### config.mk
export PLATFORM = sky130hd
export DESIGN_NAME = fftag_alu
export DESIGN_NICKNAME = d
export VERILOG_FILES = /design/src/design/fftag_pkg.sv /design/src/design/fftag_alu.sv
export SDC_FILE = /design/constraint.sdc
export NUM_CORES = 1
export LEC_CHECK = 0
export ABC_CLOCK_PERIOD_IN_PS = 2150
export BUFFER_PORTS_ARGS = -buffer_cell sky130_fd_sc_hd__buf_2
export CAP_MARGIN = 20
export CELL_PAD_IN_SITES_DETAIL_PLACEMENT = 0
export CELL_PAD_IN_SITES_GLOBAL_PLACEMENT = 1
export CORE_MARGIN = 4
export CORE_UTILIZATION = 38
export DETAILED_ROUTE_END_ITERATION = 10
export GPL_ROUTABILITY_DRIVEN = 0
export PLACE_DENSITY_LB_ADDON = 0.1
export SETUP_SLACK_MARGIN = 0.15
export SYNTH_ARGS = -nofsm -noshare
export SYNTH_HDL_FRONTEND = slang
export SYNTH_SLANG_ARGS = --single-unit
### constraint.sdc
create_clock -name vclk -period 2.15
set_input_delay 0.1075 -clock vclk [all_inputs]
set_output_delay 0.1075 -clock vclk [all_outputs]
set_load 0.005 [all_outputs]
### src/design/fftag_pkg.sv
package fftag_pkg;

   localparam int HEAP_BYTES_DEF   = 4096;
   localparam int HEADER_BYTES_DEF = 16;
   localparam int FOOTER_BYTES_DEF = 8;

   localparam logic CMD_ALLOC = 1'b0;
   localparam logic CMD_FREE  = 1'b1;

   typedef struct packed {
      logic hd_rd;
      logic hd_wr;
      logic ft_rd;
      logic ft_wr;
   } tag_ctl_type;

   typedef enum logic [5:0] {
      S_CLEAR, S_IDLE, S_FAIL, S_DONE,
      A_NEED, A_CHK, A_RD, A_TEST, A_ADV1, A_ADV2, A_SPL, A_PICK, A_DONE,
      W_HEAD, W_FOOT, W_REM, W_CHK, W_LOOK,
      L_RD, L_TEST, L_ADV,
      P_HEAD, P_FOOT, P_NB, P_NSZ, P_NHEAD, P_NFOOT, P_FF, P_REM,
      F_SUB, F_RD, F_TEST, F_FOOT, F_REM, F_PRE, F_PTEST, F_MADD, F_MW, F_MREM,
      N_ADD, N_NXT, N_TEST, N_FOOT, N_SUM, N_HW, N_REM, F_FF
   } state_type;

endpackage

### src/design/fftag_alu.sv
module fftag_alu import fftag_pkg::*; #(
   parameter int VW = 15
) (
   input  logic [VW-1:0] alu_a,
   input  logic [VW-1:0] alu_b,
   input  logic          alu_sub,
   output logic [VW-1:0] alu_res,
   output logic          alu_lt
);

   logic [VW:0] diff;

   assign diff    = {1'b0, alu_a} - {1'b0, alu_b};
   assign alu_res = alu_sub ? diff[VW-1:0] : alu_a + alu_b;
   assign alu_lt  = diff[VW];

endmodule

* Yosys cells after proc, flatten, opt, wreduce, memory -nomap -nowiden *
Cells that the tools add are included.
W data, S select, Z words.

word-level totals
  output and inout bits = 16
  register bits after elaboration = 0

cells by class
  mux-type cells = 1
  $add $sub $neg = 2

operator list
  kind              count
  $sub A15 B15 Y16  1
  $add A15 B15 Y15  1
  $mux W15          1

* Longest topological paths before layout *
  depth after elaboration = 2
  depth in mapped cells = 9

* Worst setup path after synthesis *
OpenSTA, ideal clock, no wires.

  kind = input to output
  start point = in alu_a[0]
  end point = out alu_res[8]
  buffers on the path = 0
  arrival time = 1.740 ns
  path slack = 0.302 ns
  stages = 8
  required time = 2.043 ns
  cells stage by stage = ha_1 -> fa_1 -> nor2b_1 -> o311ai_2 -> a211oi_1 -> or3_1 -> o21ai_1 -> xnor2_1

between the ends
  word-level cells in the longest chain between the ends = 2
  elaborated cells between the ends (all ways) = 3

RTL lines
  item                                                  line                              source
  from (decl)                                           fftag_alu.sv:4                    input logic [VW-1:0] alu_a,
  $add A15 B15 Y15 or $sub A15 B15 Y16 (tied branches)  fftag_alu.sv:14, fftag_alu.sv:13
  $mux W15 *                                            fftag_alu.sv:14                   assign alu_res = alu_sub ? diff[VW-1:0] : alu_a + alu_b;
  to (decl)                                             fftag_alu.sv:7                    output logic [VW-1:0] alu_res,

Every way passes the cells marked *; elsewhere a longest branch is shown, timed or not.

* Worst setup path after layout *
Same ends and word-level chain as after synthesis.

==> flow_summary.html <==
<table>
<tr><th>Metric</th><th>Value</th></tr>
<tr><th colspan="2">Outcome</th></tr>
<tr><td>Outcome</td><td>completed</td></tr>
<tr><th colspan="2">Synthesis</th></tr>
<tr><td>Fraction of synthesized cell area taken by the top area cell type</td><td>24.1%</td></tr>
<tr><td>Total of warnings raised by yosys</td><td>0</td></tr>
<tr><td>Synth Area in Simple Gates</td><td>18.1%</td></tr>
<tr><td>Register area share after synthesis</td><td>0%</td></tr>
<tr><td>Synth Area in Compound Gates</td><td>36.3%</td></tr>
<tr><td>Dominant combinational cell family by area after synthesis</td><td>compound AO/OA/AOI/OAI gates</td></tr>
<tr><td>Cell type with the largest total area after synthesis</td><td>sky130_fd_sc_hd__ha_1</td></tr>
<tr><td>Xor and xnor fraction of the mapped netlist area</td><td>7.57%</td></tr>
<tr><td>Ranking of synthesized cells by instance count</td><td>sky130_fd_sc_hd__ha_1, sky130_fd_sc_hd__inv_1, sky130_fd_sc_hd__a21oi_1, sky130_fd_sc_hd__nor2_1, sky130_fd_sc_hd__o21ai_0</td></tr>
<tr><td>Synthesized area divided by synthesized cell count</td><td>7.06 um2</td></tr>
<tr><td>Fraction of the mapped netlist area in adder cells</td><td>26.8%</td></tr>
<tr><td>Portion of netlist area occupied by mux cells</td><td>0.666%</td></tr>
<tr><td>Number of standard cells after synthesis</td><td>213</td></tr>
<tr><td>Cell area after synthesis</td><td>0.00150 mm2</td></tr>
<tr><td>Synthesized net count</td><td>275</td></tr>
<tr><td>Count of distinct cell types in the synthesized netlist</td><td>49</td></tr>
<tr><td>Top cells by area in the synthesized netlist</td><td>sky130_fd_sc_hd__ha_1, sky130_fd_sc_hd__a21oi_1, sky130_fd_sc_hd__inv_1</td></tr>
<tr><th colspan="2">Setup path</th></tr>
<tr><td>Crit. End Element</td><td>output pin</td></tr>
<tr><td>Slowest cell on the critical path</td><td>sky130_fd_sc_hd__or3_1</td></tr>
<tr><td>Max FO, Critical Path</td><td>3</td></tr>
<tr><td>Crit-path cells</td><td>buf_8 -&gt; ha_4 -&gt; fa_2 -&gt; nor2b_4 -&gt; o311ai_4 -&gt; a211oi_2 -&gt; or3_1 -&gt; o21ai_2 -&gt; xnor2_1 -&gt; buf_2</td></tr>
<tr><td>Arrival time reported for the critical path endpoint</td><td>1890 ps</td></tr>
<tr><td>CP Launch Type</td><td>primary input</td></tr>
<tr><td>Delay of the slowest cell on the worst path</td><td>340 ps</td></tr>
<tr><td>Crit path required time</td><td>2040 ps</td></tr>
<tr><td>Type of the worst setup path</td><td>primary input to output pin</td></tr>
<tr><th colspan="2">Timing</th></tr>
<tr><td>RSZ-0062 raised after global routing</td><td>true</td></tr>
<tr><td>Max-slew headroom</td><td>68.3%</td></tr>
<tr><td>Post-route clock period utilization</td><td>93.1%</td></tr>
<tr><td>Final setup fails</td><td>0</td></tr>
<tr><td>Highest attainable clock frequency</td><td>500 MHz</td></tr>
<tr><td>Slew @ Worst Pin</td><td>471 ps</td></tr>
<tr><td>Period minus WS final</td><td>2000 ps</td></tr>
<tr><td>Final max-slew violation count</td><td>0</td></tr>
<tr><td>Setup WS post-layout</td><td>148 ps</td></tr>
<tr><td>Final Hold Viols</td><td>0</td></tr>
<tr><th colspan="2">Global routing</th></tr>
<tr><td>Global-route total usage across every layer</td><td>15.4%</td></tr>
<tr><td>Global-route wire length before repair</td><td>6760 um</td></tr>
<tr><td>Maximum number of pins on one net before global-route repair</td><td>14</td></tr>
<tr><td>Total grt overflow</td><td>0</td></tr>
<tr><td>Antenna violations before repair</td><td>0</td></tr>
<tr><td>Number of global-route vias before repair</td><td>1589</td></tr>
<tr><th colspan="2">Layout</th></tr>
<tr><td>Fin util</td><td>56.8%</td></tr>
<tr><td>Antenna diodes</td><td>0</td></tr>
<tr><td>Share of cells above drive strength 1</td><td>37.7%</td></tr>
<tr><td>Cell area after layout</td><td>0.00213 mm2</td></tr>
<tr><td>Fillcell total</td><td>374</td></tr>
<tr><td>Number of flip-flops and latches</td><td>0</td></tr>
<tr><td>Final std cells w/o fill</td><td>321</td></tr>
<tr><td>Layout overhead on the synthesized area</td><td>41.3%</td></tr>
<tr><td># clk buffers</td><td>0</td></tr>
<tr><td>Sequential cell area in the final layout</td><td>0 um2</td></tr>
<tr><td>Net count, final</td><td>337</td></tr>
<tr><th colspan="2">Drt</th></tr>
<tr><td>Average wire per cell in the routed design</td><td>13.4 um</td></tr>
<tr><td>Count of unresolved DRC violations after routing</td><td>0</td></tr>
<tr><td>Via density per instance</td><td>5.31</td></tr>
<tr><td>DRC marker count from the first detailed-route iteration</td><td>78</td></tr>
<tr><td>Number of routed nets with antenna violations</td><td>0</td></tr>
<tr><td>Final routed wirelength across all metal layers</td><td>4290 um</td></tr>
<tr><td>Via count</td><td>1703</td></tr>
<tr><td>Router iterations before antenna repair</td><td>4</td></tr>
<tr><th colspan="2">Placed design</th></tr>
<tr><td>Cell count after placement</td><td>318</td></tr>
<tr><td>Final HPWL DP</td><td>3440 um</td></tr>
<tr><td>Number of buffer cells added on primary ports</td><td>47</td></tr>
<tr><td>Pre-CTS setup slack</td><td>-86.0 ps</td></tr>
<tr><td>Area after detailed placement</td><td>0.00189 mm2</td></tr>
<tr><th colspan="2">Power and ir drop</th></tr>
<tr><td>Maximum vdd drop</td><td>0.138 mV</td></tr>
<tr><td>Post-route total power</td><td>0.599 mW</td></tr>
<tr><td>Power density over the cells</td><td>282 mW/mm2</td></tr>
<tr><td>Static leakage power</td><td>1.01 nW</td></tr>
<tr><th colspan="2">Floorplanning</th></tr>
<tr><td>Initial Util</td><td>40.2%</td></tr>
<tr><td>Number of placement rows</td><td>22</td></tr>
<tr><td>Core area</td><td>0.00374 mm2</td></tr>
<tr><td>Die Outline Area</td><td>0.00503 mm2</td></tr>
<tr><td>Top-level port count</td><td>47</td></tr>
<tr><td>Die Span X</td><td>70.9 um</td></tr>
<tr><td>Die height</td><td>70.9 um</td></tr>
<tr><th colspan="2">Hold path</th></tr>
<tr><td>Hold Path Depth</td><td>4</td></tr>
<tr><td>Hold Path End</td><td>alu_res[0]</td></tr>
<tr><td>Launch point of the worst hold path</td><td>alu_b[0]</td></tr>
<tr><td>Path type of the worst min-delay path</td><td>primary input to output pin</td></tr>
<tr><th colspan="2">Flow run</th></tr>
<tr><td>Number of maximum-capacitance constraint violations</td><td>0</td></tr>
<tr><th colspan="2">Clock tree</th></tr>
<tr><td># hold bufs at CTS</td><td>0</td></tr>
</table>
## worst max-delay path by stage
stage	start	depth (start not counted)	end	slack, ps
3_3_place_gp	alu_a[0]	10	alu_res[8]	-70
6_report	alu_a[0]	10	alu_res[8]	150
5_1_grt	alu_a[0]	11	alu_res[12]	20
4_1_cts	alu_a[0]	10	alu_res[8]	80
3_5_place_dp	alu_a[0]	10	alu_res[8]	-90
2_1_floorplan	alu_a[0]	8	alu_res[8]	300
## final cells by class
| cell class | count | area (um2) | area share [%] |
|---|---|---|---|
| timing repair buffer | 69 | 417 | 19.6 |
| inverter | 29 | 111 | 5.24 |
| tap | 48 | 60.1 | 2.83 |
| multi-input combinational | 175 | 1540 | 72.3 |
## per-stage QoR
stage	TNS [ps]	hold WS (ps)
6_report	0	555
5_1_grt	0	575
4_1_cts	0	550
3_5_place_dp	-284	562
3_3_place_gp	-219	557
2_1_floorplan	0	346
## worst max-delay path: cells and delay by family
kind                     cells  cell delay, ps
AND/OR/NAND/NOR              2             490
adder cells (fa/ha/maj)      2             480
AO/OA/AOI/OAI                3             470
buffers and inverters        2             240
XOR/XNOR                     1             120
## routing by layer
metal  global-route usage [%]  vias up  wire length (um)
met4                     1.46        0                25
li1                         -      882                 -
met5                        0        -                 0
met3                    0.284        2               189
met1                     20.5      781              1940
met2                     28.5       38              2130
## power by group
group | total (mW) | internal (mW) | switching, mW | leakage, nW
Clock | 0 | 0 | 0 | 0
Combinational | 0.599 | 0.291 | 0.308 | 1.01
Sequential | 0 | 0 | 0 | 0
Total | 0.599 | 0.291 | 0.308 | 1.01
## placed cells by master (no fill, tap or decap), drive strengths merged, types with 7 or more instances in the layout
master,instances
buf,69
inv,29
ha,29
a21oi,22
o21ai,15
nor2,14
xnor2,9
nand2,8
nor2b,7
## kinds of logic (layout without fill, tap and decap cells)
logic type / count (synthesis) / count (layout)
xor+xnor: 13 / 13
buf+inv: 38 / 98
mux: 1 / 1
simple gates: 52 / 52
compound gates: 78 / 78
fa+ha+maj: 31 / 31
## repair_timing
item                                    CTS  global route
endpoints found under the setup margin    9            10
pin swaps                                14            18
buffers inserted                          0             3
hold endpoints to repair                  0             0
gates resized for setup                  20            23
Power figures use the tool's default switching activity.
